<file path="config.mk">
export PLATFORM = sky130hd
export DESIGN_NAME = rpn_stack_evaluator
export DESIGN_NICKNAME = d
export VERILOG_FILES = /design/src/sv/rpn_pkg.sv /design/src/sv/rpn_ctrl.sv /design/src/sv/rpn_dpath.sv /design/src/sv/rpn_stack_evaluator.sv
export SDC_FILE = /design/constraint.sdc
export NUM_CORES = 2
export LEC_CHECK = 0
export ABC_CLOCK_PERIOD_IN_PS = 9100
export BUFFER_PORTS_ARGS = -buffer_cell sky130_fd_sc_hd__buf_4
export CAP_MARGIN = 0
export CORE_MARGIN = 8
export CORE_UTILIZATION = 35
export CTS_CLUSTER_SIZE = 30
export DETAILED_ROUTE_END_ITERATION = 16
export PLACE_DENSITY = 0.61
export REMOVE_ABC_BUFFERS = 1
export SLEW_MARGIN = 30
export SYNTH_ARGS = -nofsm -noshare
export SYNTH_HDL_FRONTEND = slang
export SYNTH_SLANG_ARGS = --single-unit
</file>
<file path="constraint.sdc">
create_clock -name clock -period 9.1 [get_ports clock]
set_input_delay 0.91 -clock clock [delete_from_list [all_inputs] [get_ports clock]]
set_output_delay 0.91 -clock clock [all_outputs]
set_load 0.1 [all_outputs]
</file>
<file path="src/sv/rpn_pkg.sv">
`timescale 1ns / 1ps
// ----------------------------------------------------------------------------
// RPN evaluator package
// Token and status codes, the controller state type and the command and
// status bundles that pass between the controller and the datapath.
// ----------------------------------------------------------------------------
package rpn_pkg;

   // Token kinds on req_func.
   localparam logic [2:0] FN_PUSH = 3'd0;
   localparam logic [2:0] FN_ADD  = 3'd1;
   localparam logic [2:0] FN_SUB  = 3'd2;
   localparam logic [2:0] FN_MUL  = 3'd3;
   localparam logic [2:0] FN_DIV  = 3'd4;
   localparam logic [2:0] FN_END  = 3'd5;

   // Completion status codes on rsp_status.
   localparam logic [2:0] ST_OK       = 3'd0;
   localparam logic [2:0] ST_FEW      = 3'd1;
   localparam logic [2:0] ST_UNKNOWN  = 3'd2;
   localparam logic [2:0] ST_STRUCT   = 3'd3;
   localparam logic [2:0] ST_OVERFLOW = 3'd4;

   // Data word and divider iteration count.
   localparam int WORD_W    = 32;
   localparam int DIV_STEPS = 32;

   typedef enum logic [2:0] {
      S_IDLE,
      S_OPER,
      S_MUL,
      S_DIV,
      S_DIVWR
   } state_type;

   typedef struct packed {
      logic       push;
      logic       pop_read;
      logic       wr_add;
      logic       wr_sub;
      logic       mul_start;
      logic       mul_wr;
      logic       div_start;
      logic       div_step;
      logic       div_wr;
      logic       div_zero_wr;
      logic       emit;
      logic       emit_ok;
      logic [2:0] emit_status;
      logic       emit_dz;
      logic       clear;
   } cmd_type;

   typedef struct packed {
      logic count_zero;
      logic count_one;
      logic count_ge2;
      logic full;
      logic b_zero;
      logic div_last;
   } stat_type;

endpackage

</file>
<file path="src/sv/rpn_ctrl.sv">
`timescale 1ns / 1ps
// ----------------------------------------------------------------------------
// RPN evaluator controller
// Decodes tokens, keeps the sticky error code and division flag, sequences
// the datapath through each operator and owns the result valid flag.
// ----------------------------------------------------------------------------
module rpn_ctrl (
   input  logic              clock,
   input  logic              reset,
   input  logic              req_valid,
   input  logic [2:0]        req_func,
   input  logic              rsp_stall,
   input  rpn_pkg::stat_type stat,
   output rpn_pkg::cmd_type  cmd,
   output logic              req_stall,
   output logic              rsp_valid
);
   import rpn_pkg::*;

   state_type  state_ff, state_in;
   logic [2:0] op_ff, op_in;
   logic [2:0] err_ff, err_in;
   logic       dz_ff, dz_in;
   logic       rsp_valid_ff, rsp_valid_in;

   logic       accept;
   logic       is_op;
   logic       start_op;

   // Tokens wait while busy; an end mark also while the result is stalled.
   assign req_stall = (state_ff != S_IDLE) ||
                      (rsp_valid_ff && rsp_stall && (req_func == FN_END));
   assign accept    = req_valid && !req_stall;
   assign is_op     = (req_func >= FN_ADD) && (req_func <= FN_DIV);
   assign start_op  = accept && (err_ff == ST_OK) && is_op && stat.count_ge2;
   assign rsp_valid = rsp_valid_ff;

   always_ff @(posedge clock) begin
      if (reset) begin
         state_ff     <= S_IDLE;
         op_ff        <= FN_ADD;
         err_ff       <= ST_OK;
         dz_ff        <= 1'b0;
         rsp_valid_ff <= 1'b0;
      end else begin
         state_ff     <= state_in;
         op_ff        <= op_in;
         err_ff       <= err_in;
         dz_ff        <= dz_in;
         rsp_valid_ff <= rsp_valid_in;
      end
   end

   // Next state.
   always_comb begin
      state_in = state_ff;
      unique case (state_ff)
         S_IDLE: begin
            if (start_op) state_in = S_OPER;
         end
         S_OPER: begin
            unique case (op_ff)
               FN_MUL:  state_in = S_MUL;
               FN_DIV:  state_in = stat.b_zero ? S_IDLE : S_DIV;
               default: state_in = S_IDLE;
            endcase
         end
         S_MUL: state_in = S_IDLE;
         S_DIV: begin
            if (stat.div_last) state_in = S_DIVWR;
         end
         S_DIVWR: state_in = S_IDLE;
         default: state_in = S_IDLE;
      endcase
   end

   // Outputs and flag updates.
   always_comb begin
      cmd          = '0;
      op_in        = op_ff;
      err_in       = err_ff;
      dz_in        = dz_ff;
      rsp_valid_in = rsp_valid_ff && rsp_stall;
      unique case (state_ff)
         S_IDLE: begin
            if (accept) begin
               if (req_func == FN_END) begin
                  cmd.emit        = 1'b1;
                  cmd.emit_ok     = (err_ff == ST_OK) && stat.count_one;
                  cmd.emit_status = (err_ff != ST_OK) ? err_ff :
                                    (stat.count_one ? ST_OK : ST_STRUCT);
                  cmd.emit_dz     = dz_ff;
                  cmd.clear       = 1'b1;
                  err_in          = ST_OK;
                  dz_in           = 1'b0;
                  rsp_valid_in    = 1'b1;
               end else if (err_ff != ST_OK) begin
                  // Tokens after an error are dropped until the end mark.
               end else if (req_func == FN_PUSH) begin
                  if (stat.full) err_in = ST_OVERFLOW;
                  else cmd.push = 1'b1;
               end else if (!is_op) begin
                  err_in = ST_UNKNOWN;
               end else if (!stat.count_ge2) begin
                  err_in = ST_FEW;
               end else begin
                  cmd.pop_read = 1'b1;
                  op_in        = req_func;
               end
            end
         end
         S_OPER: begin
            unique case (op_ff)
               FN_ADD: cmd.wr_add = 1'b1;
               FN_SUB: cmd.wr_sub = 1'b1;
               FN_MUL: cmd.mul_start = 1'b1;
               FN_DIV: begin
                  if (stat.b_zero) begin
                     cmd.div_zero_wr = 1'b1;
                     dz_in           = 1'b1;
                  end else begin
                     cmd.div_start = 1'b1;
                  end
               end
               default: ;
            endcase
         end
         S_MUL:   cmd.mul_wr = 1'b1;
         S_DIV:   cmd.div_step = 1'b1;
         S_DIVWR: cmd.div_wr = 1'b1;
         default: ;
      endcase
   end

endmodule

</file>
<file path="src/sv/rpn_dpath.sv">
`timescale 1ns / 1ps
// ----------------------------------------------------------------------------
// RPN evaluator datapath
// Operand stack (top in a register, the rest in a memory), saturating adder,
// multiplier, radix-2 serial divider and the result register.
// ----------------------------------------------------------------------------
module rpn_dpath #(
   parameter int STACK_DEPTH = 16,
   parameter int FRAC_BITS   = 16
) (
   input  logic                     clock,
   input  logic                     reset,
   input  rpn_pkg::cmd_type         cmd,
   input  logic signed [31:0]       req_operand_value,
   output rpn_pkg::stat_type        stat,
   output logic signed [31:0]       rsp_result_value,
   output logic [2:0]               rsp_status,
   output logic                     rsp_div_by_zero_seen
);
   import rpn_pkg::*;

   localparam int AW = $clog2(STACK_DEPTH);
   localparam int CW = $clog2(STACK_DEPTH + 1);
   localparam logic signed [WORD_W-1:0] MAX_VAL = {1'b0, {(WORD_W-1){1'b1}}};
   localparam logic signed [WORD_W-1:0] MIN_VAL = {1'b1, {(WORD_W-1){1'b0}}};

   function automatic logic signed [WORD_W-1:0] sat33(input logic [WORD_W:0] v);
      logic signed [WORD_W-1:0] r;
      if (v[WORD_W] != v[WORD_W-1]) r = v[WORD_W] ? MIN_VAL : MAX_VAL;
      else r = v[WORD_W-1:0];
      return r;
   endfunction

   // Stack storage: entries below the top live in the memory.
   logic signed [WORD_W-1:0] mem [STACK_DEPTH];
   logic signed [WORD_W-1:0] rd_ff;
   logic signed [WORD_W-1:0] tos_ff, tos_in;
   logic [CW-1:0]            count_ff, count_in;
   logic [CW-1:0]            below_top;
   logic [CW-1:0]            second;

   // Arithmetic.
   logic [WORD_W:0]            sum33, diff33;
   logic signed [2*WORD_W-1:0] prod_ff, prod_in;
   logic signed [2*WORD_W-1:0] mq;
   logic signed [WORD_W-1:0]   mul_res;

   // Divider.
   logic [WORD_W-1:0]   a_mag, b_mag;
   logic [2*WORD_W-1:0] num_mag;
   logic [WORD_W-1:0]   rem_ff, rem_in;
   logic [WORD_W-1:0]   quo_ff, quo_in;
   logic [WORD_W-1:0]   dvs_ff, dvs_in;
   logic                neg_ff, neg_in;
   logic                sat_ff, sat_in;
   logic [4:0]          step_ff, step_in;
   logic [WORD_W:0]     trial;
   logic                ge;
   logic signed [WORD_W-1:0] div_res;

   // Result register.
   logic signed [WORD_W-1:0] res_ff;
   logic [2:0]               status_ff;
   logic                     dz_ff;

   assign below_top = count_ff - CW'(1);
   assign second    = count_ff - CW'(2);

   assign stat.count_zero = (count_ff == '0);
   assign stat.count_one  = (count_ff == CW'(1));
   assign stat.count_ge2  = (count_ff >= CW'(2));
   assign stat.full       = (count_ff == CW'(STACK_DEPTH));
   assign stat.b_zero     = (tos_ff == '0);
   assign stat.div_last   = (step_ff == 5'(DIV_STEPS - 1));

   always_ff @(posedge clock) begin
      if (cmd.push && !stat.count_zero) mem[below_top[AW-1:0]] <= tos_ff;
      if (cmd.pop_read) rd_ff <= mem[second[AW-1:0]];
   end

   // Add and subtract use the left operand from memory and the top register.
   assign sum33  = {rd_ff[WORD_W-1], rd_ff} + {tos_ff[WORD_W-1], tos_ff};
   assign diff33 = {rd_ff[WORD_W-1], rd_ff} - {tos_ff[WORD_W-1], tos_ff};

   assign prod_in = (2*WORD_W)'(rd_ff) * (2*WORD_W)'(tos_ff);
   // The arithmetic shift floors, as required for negative products.
   assign mq      = prod_ff >>> FRAC_BITS;
   assign mul_res = ((&mq[2*WORD_W-1:WORD_W-1]) || !(|mq[2*WORD_W-1:WORD_W-1])) ?
                    mq[WORD_W-1:0] : (mq[2*WORD_W-1] ? MIN_VAL : MAX_VAL);

   assign a_mag   = rd_ff[WORD_W-1] ? (~rd_ff + WORD_W'(1)) : rd_ff;
   assign b_mag   = tos_ff[WORD_W-1] ? (~tos_ff + WORD_W'(1)) : tos_ff;
   assign num_mag = {{WORD_W{1'b0}}, a_mag} << FRAC_BITS;

   // One quotient bit per cycle, restoring form.
   assign trial = {rem_ff, quo_ff[WORD_W-1]} - {1'b0, dvs_ff};
   assign ge    = !trial[WORD_W];

   // A quotient of 2^32 or more was flagged up front; the rest saturates here.
   always_comb begin
      if (neg_ff) begin
         if (sat_ff || (quo_ff > {1'b1, {(WORD_W-1){1'b0}}})) div_res = MIN_VAL;
         else div_res = ~quo_ff + WORD_W'(1);
      end else begin
         if (sat_ff || quo_ff[WORD_W-1]) div_res = MAX_VAL;
         else div_res = quo_ff;
      end
   end

   always_comb begin
      rem_in  = rem_ff;
      quo_in  = quo_ff;
      dvs_in  = dvs_ff;
      neg_in  = neg_ff;
      sat_in  = sat_ff;
      step_in = step_ff;
      if (cmd.div_start) begin
         rem_in  = num_mag[2*WORD_W-1:WORD_W];
         quo_in  = num_mag[WORD_W-1:0];
         dvs_in  = b_mag;
         neg_in  = rd_ff[WORD_W-1] ^ tos_ff[WORD_W-1];
         sat_in  = (num_mag[2*WORD_W-1:WORD_W] >= b_mag);
         step_in = '0;
      end else if (cmd.div_step) begin
         rem_in  = ge ? trial[WORD_W-1:0] : {rem_ff[WORD_W-2:0], quo_ff[WORD_W-1]};
         quo_in  = {quo_ff[WORD_W-2:0], ge};
         step_in = step_ff + 5'd1;
      end
   end

   always_comb begin
      tos_in   = tos_ff;
      count_in = count_ff;
      if (cmd.clear) begin
         count_in = '0;
      end else if (cmd.push) begin
         tos_in   = req_operand_value;
         count_in = count_ff + CW'(1);
      end else if (cmd.wr_add || cmd.wr_sub || cmd.mul_wr || cmd.div_wr ||
                   cmd.div_zero_wr) begin
         count_in = count_ff - CW'(1);
         if (cmd.wr_add) tos_in = sat33(sum33);
         else if (cmd.wr_sub) tos_in = sat33(diff33);
         else if (cmd.mul_wr) tos_in = mul_res;
         else if (cmd.div_wr) tos_in = div_res;
         else tos_in = '0;
      end
   end

   always_ff @(posedge clock) begin
      if (reset) begin
         count_ff <= '0;
      end else begin
         count_ff <= count_in;
      end
   end

   always_ff @(posedge clock) begin
      tos_ff  <= tos_in;
      rem_ff  <= rem_in;
      quo_ff  <= quo_in;
      dvs_ff  <= dvs_in;
      neg_ff  <= neg_in;
      sat_ff  <= sat_in;
      step_ff <= step_in;
      if (cmd.mul_start) prod_ff <= prod_in;
      if (cmd.emit) begin
         res_ff    <= cmd.emit_ok ? tos_ff : '0;
         status_ff <= cmd.emit_status;
         dz_ff     <= cmd.emit_dz;
      end
   end

   assign rsp_result_value     = res_ff;
   assign rsp_status           = status_ff;
   assign rsp_div_by_zero_seen = dz_ff;

endmodule

</file>
<file path="src/sv/rpn_stack_evaluator.sv">
`timescale 1ns / 1ps
// ----------------------------------------------------------------------------
// RPN stack evaluator
// Evaluates reverse Polish expressions of signed fixed-point tokens and
// returns one result with a status for every end mark.
// ----------------------------------------------------------------------------
//  Channel  Dir  Handshake          Payload
//  req      in   req_valid/stall    req_func, req_operand_value
//  rsp      out  rsp_valid/stall    rsp_result_value, rsp_status,
//                                   rsp_div_by_zero_seen
//
// Push, end mark and ignored tokens finish in idle; add and subtract also
// pass the operand state, multiply the operand and multiply states (the
// multiplier output is registered before the shift and clamp). Divide runs
// the operand, serial divider and write states; a zero divisor ends it early.
// Synchronous reset clears the count, error and flags; stack memory is not
// cleared. A held result does not block tokens other than the next end mark.
// ----------------------------------------------------------------------------
module rpn_stack_evaluator #(
   parameter int STACK_DEPTH = 16,
   parameter int FRAC_BITS   = 16
) (
   input  logic               clock,
   input  logic               reset,
   input  logic               req_valid,
   output logic               req_stall,
   input  logic [2:0]         req_func,
   input  logic signed [31:0] req_operand_value,
   output logic               rsp_valid,
   input  logic               rsp_stall,
   output logic signed [31:0] rsp_result_value,
   output logic [2:0]         rsp_status,
   output logic               rsp_div_by_zero_seen
);
   import rpn_pkg::*;

   cmd_type  cmd;
   stat_type stat;

   rpn_ctrl u_ctrl (
      .clock     (clock),
      .reset     (reset),
      .req_valid (req_valid),
      .req_func  (req_func),
      .rsp_stall (rsp_stall),
      .stat      (stat),
      .cmd       (cmd),
      .req_stall (req_stall),
      .rsp_valid (rsp_valid)
   );

   rpn_dpath #(
      .STACK_DEPTH (STACK_DEPTH),
      .FRAC_BITS   (FRAC_BITS)
   ) u_dpath (
      .clock                (clock),
      .reset                (reset),
      .cmd                  (cmd),
      .req_operand_value    (req_operand_value),
      .stat                 (stat),
      .rsp_result_value     (rsp_result_value),
      .rsp_status           (rsp_status),
      .rsp_div_by_zero_seen (rsp_div_by_zero_seen)
   );

endmodule

</file>
# Word level (Yosys, flattened, before mapping)
# Memories as Yosys holds them, arrays and structs flattened. A register that Yosys moved wholly into a read port is not among the register bits.
# Cells that the tools add are included.
# op_classes
div_mod_pow,0
bitwise_logic,8
n_reduce_logical,40
n_eq_ne,23
n_addsub,10
n_mux,72
shift,0
mul,1
magnitude_cmp,5
# ops
op,count
32-bit 2-to-1 mux,20
32-bit NOT,3
"32-bit by 2-bit adder with 32-bit output, second input constant",2
32-bit by 32-bit multiplier with 64-bit output,1
32-bit by 32-bit adder with 33-bit output,1
32-bit by 32-bit subtractor with 33-bit output,1
33-bit by 32-bit subtractor with 33-bit output,1
"32-bit by 1-bit adder with 32-bit output, second input constant",1
16-bit by 32-bit >= comparator with 1-bit output,1
"32-bit greater-than comparator, second input constant",1
32-bit logical NOT,1
16-bit 2-to-1 mux,2
3-bit 2-to-1 mux,10
1-bit 2-to-1 mux,26
7-bit 2-to-1 mux,3
17-bit AND reduction,1
17-bit OR reduction,1
"3-bit by 2-bit equality test with 1-bit output, second input constant",4
2-bit 2-to-1 mux,6
"5-bit by 1-bit adder with 5-bit output, second input constant",2
"5-bit equality test, second input constant",2
5-bit 2-to-1 mux,2
"2-bit by 1-bit != test with 1-bit output, second input constant",5
5-bit AND reduction,2
other kinds (28),60
# word_totals
romBits,0
ram_bits,512
n_memories,1
latchBits,0
ff_bits,251
# memory_table
memory,words,width,read_ports,rd_clocked_by_memory_dff,write_ports,line_no,rtl
u_dpath.mem,16,32,1,1,1,rpn_dpath.sv:35,logic signed [WORD_W-1:0] mem [STACK_DEPTH];

# Longest topological paths before layout
# depth
depth_word,11
mapped_depth,30

# Cells and area by module
# A second synthesis with hierarchy kept.
# unflattened
hier_cells,6494
area_unflattened_um2,73229.0
# modules_own_cells
mod,area_each_um2,n_inst,cells_per_inst,seq_area_each_um2
rpn_dpath,72570.9,1,6414,22641.7
rpn_ctrl,658.1,1,80,220.2

# Worst setup path after synthesis
# No wires, ideal clock.
# synth_timing
path_type,reg-to-reg
start,"reg u_dpath.rd_ff[31], read port of u_dpath.mem"
end,"reg u_dpath.prod_ff[63], data pin"
setup_ns,0.260
required_time_ns,8.840
t_arrival_ns,7.941
path_slack_ns,0.899
n_path_buf,4
stages_incl_launch_ff,31
cell_sequence,edfxtp_1 > clkbuf_1 > clkbuf_1 > buf_1 > nand2_1 > inv_1 > fa_1 > inv_1 > fa_1 > inv_1 > fa_1 > fa_1 > inv_1 > fa_1 > inv_1 > fa_1 > inv_1 > fa_1 > inv_1 > fa_1 > ha_1 > clkbuf_1 > a21o_1 > a21o_1 > a21oi_1 > nor2_1 > a21oi_1 > o211ai_1 > a21o_1 > a21oi_1 > xnor2_1
# synth_between
elab_chain_len,1
# synth_rtl
item,line_no,rtl
from (decl),rpn_dpath.sv:36,logic signed [WORD_W-1:0] rd_ff;
32-bit by 32-bit multiplier with 64-bit output,rpn_dpath.sv:85,assign prod_in = (2*WORD_W)'(rd_ff) * (2*WORD_W)'(tos_ff);
named net u_dpath.prod_in[63],rpn_dpath.sv:44,"logic signed [2*WORD_W-1:0] prod_ff, prod_in;"
to (signal assigned),rpn_dpath.sv:166,if (cmd.mul_start) prod_ff <= prod_in;
to (decl),rpn_dpath.sv:44,
# The timed path passes the listed nets, and every way through them passes these cells.
# A chain may end at the register's enable or synchronous reset.

# Final worst setup path
# layout_timing
start,"reg u_dpath.rd_ff[14], read port of u_dpath.mem"
end,"reg u_dpath.prod_ff[63], data pin"
# Same word-level chain as after synthesis.

==> results.toml <==
[run_status]
outcome = "finished, final reports clean"

[cells_and_area]
utilization_pct = 38.9
drive_gt1_share_pct = 10.3
layout.nets = 8076
final_common_cell = "inv_1"
area_growth_pct = 10.9
mostFrequentLayoutCells = "inv_1, fa_1, nand2_1, edfxtp_1, and2_1"

[grt]
track_usage_pct = 20.9
grt.overflow.total = 0
grt_pass1_vias = 53300
grt_pass1_wl_um = 352000
antenna_found_initial = 15
grt_max_degree = 81

[cts]
cts-buffers-inserted = 81
clock_path_buffers = 3
h-tree-depth = 3
cts_tree = "done"
cts_resized = 0
clk_pin_slew_ns = 0.06
cts_num_sinks = 779
cts_root_buf = "clkbuf_16"
worst_skew_pair.late_latency_ns = 0.73

[logic_synthesis]
synth_area_sq_um = 73200
avgSynthCellArea_sq_um = 11.1
synth-seq-cells = 779
netlist_instances = 6601
synth_edf_count = 726
ys.flop_type = "edfxtp_1"
ys_types = 90
ys_warn_count = 0
seq_area_frac_synth_pct = 31.2
async_reset_ff_share_pct = 0

[floorplan]
num_rows = 168
die_h_um = 473
io_pins = 77
coreArea_sq_um = 209000
initial_core_util_pct = 35.1
fp.dieW_um = 473
dieArea_sq_um = 224000

[route]
drt_iter0_drc = 5155
drc = 0
via_count = 50600
wl_um = 235000
drt_first_pass_iters = 5
wl_per_cell_um = 24.7
ant_nets = 0
viasPerCell = 5.31

[timing]
setup_viol = 0
tightestPinTransition_ns = 1.05
finalSetupTns_ns = 0
fin_crit_sh_pct = 97.7
finalHoldViolations = 0
relSlewSlack_pct = 30.2
min_period_ns = 8.89
drv_slew = 0
max_freq_mhz = 112
worst_slack_ns = 0.210
rsz0062_at_grt = "false"
skew_ns = 0.0633
fin_hold_ws_ns = 0.476

[min_path]
hold_class = "register to register"
hp-start = "u_ctrl.dz_ff$_SDFFE_PP0P_"

[placement]
portBuffers = 76
dp_slack_ns = 0.310
gp_routability_congestion = 0.981
dp_hpwl_um = 177000

[worst_setup_path]
cp.required_ns = 9.54
worstReg2RegStart = "u_dpath.rd_ff[14]$_DFFE_PP_"
critPathLaunch = "u_dpath.rd_ff[14]$_DFFE_PP_"
cp-end-kind = "register"
path_class = "register to register"
setup.worst_path.start_class = "register"
path_max_fanout = 24
critPathArrivalTime_ns = 9.33

[flow_run]
maxCapViolCount = 0
-- cells in the mapped netlist, drive strengths merged, types with 6 or more instances --
cell type	count	area, sq um
a211oi	22	180
a21boi	9	67.6
a21o	49	368
a21oi	204	1020
a31oi	24	165
a32o	15	150
a32oi	8	70.1
and2	456	2850
and3	17	106
buf	36	198
clkbuf	337	1260
dfxtp	53	1060
edfxtp	726	21800
fa	1084	21700
ha	306	3830
inv	1129	4240
mux2i	30	300
mux4	160	3600
nand2	743	2790
nand2b	34	213
nand3	64	320
nand3b	9	67.6
nand4	24	150
nor2	264	991
nor2b	28	175
nor3	54	275
nor3b	13	97.6
nor4	28	181
o2111ai	6	52.6
o211ai	31	233
o21a	19	143
o21ai	222	1110
o21bai	19	143
o221ai	17	161
o31ai	24	185
o41ai	14	123
or2	14	87.6
or3	21	131
or4	14	109
xnor2	146	1290
xor2	57	499
-- flip-flops by register name (all words and copies together) (netlist names), 3 cells and up --
| name | flops |
|---|---|
| u_dpath.rem_ff | 32 |
| u_ctrl.op_ff | 3 |
| u_dpath.rsp_status | 3 |
| u_dpath.step_ff | 5 |
| u_dpath.dvs_ff | 32 |
| u_dpath.tos_ff | 32 |
| u_dpath.mem | 512 |
| u_ctrl.state_ff | 3 |
| u_dpath.prod_ff | 48 |
| u_dpath.rsp_result_value | 32 |
| u_dpath.rd_ff | 32 |
| u_dpath.quo_ff | 32 |
| u_dpath.count_ff | 5 |
| u_ctrl.err_ff | 3 |
-- worst max-delay path: stages, from the launching register on --
cell and delay (ns):
edfxtp_1 0.84, buf_4 0.52, nand2_1 0.15, fa_1 0.52, fa_1 0.55, inv_1 0.05
fa_1 0.50, fa_1 0.52, fa_1 0.57, fa_1 0.46, fa_1 0.54, fa_1 0.48
ha_1 0.40, a21o_1 0.20, a21o_1 0.17, a21oi_1 0.12, o21ai_0 0.09, a21oi_1 0.26
o211ai_1 0.40, a21oi_1 0.54, o211ai_1 0.19, a21o_1 0.24, a21oi_1 0.20, xnor2_1 0.08
-- logic make-up after synthesis --
family | Yosys count | share of synthesized area (%)
multiplexers | 193 | 5.38
AND/OR/NAND/NOR | 1794 | 11.8
AO/OA/AOI/OAI | 738 | 6.41
flip-flops | 779 | 31.2
adder cells (fa/ha/maj) | 1390 | 34.9
buffers and inverters | 1504 | 7.80
XOR/XNOR | 203 | 2.44
-- path summary, 6_finish.rpt --
kind         depth (start not counted)  slack (ns)                       endpoint
min                                  2        0.48      u_ctrl.dz_ff$_SDFFE_PP0P_
min reg2reg                          2        0.48      u_ctrl.dz_ff$_SDFFE_PP0P_
max reg2reg                         23        0.21  u_dpath.prod_ff[63]$_DFFE_PP_
max                                 23        0.21  u_dpath.prod_ff[63]$_DFFE_PP_
-- cell type report --
class                           instances  area (sq um)
Antenna cell                            4          10.0
Clock buffer                           96          2120
Clock inverter                         55           658
Fill cell                           19900        128000
Inverter                             1131          4250
Multi-Input combinational cell       4318         44800
Sequential cell                       779         22900
Tap cell                             2805          3510
Timing Repair Buffer                  336          2940
-- per-stage QoR --
| step | instance area [sq um] | cells |
|---|---|---|
| 2_1_floorplan | 71700 | 6228 |
| 3_3_place_gp | 78200 | 9356 |
| 3_5_place_dp | 78300 | 9360 |
| 4_1_cts | 81000 | 9511 |
| 5_1_grt | 81100 | 9521 |
| 6_report | 81200 | 9524 |
-- layer usage --
metal  vias to the layer above  global-route usage [%]  wire length, um
met1                     26200                    27.4            92800
met5                         -                       0               50
met4                         8                    9.36            12600
met2                      2363                    33.3           108000
li1                      21500                       -                -
met3                       524                    4.59            21600
-- what timing repair did --
item	CTS	global route
endpoints found under the setup margin	0	8
hold buffers	0	0
endpoints found under the hold margin	0	0
buffers inserted	0	9
Power is not shown: default switching activity piles up to over one toggle a cycle in this logic, so the estimate is an artifact.
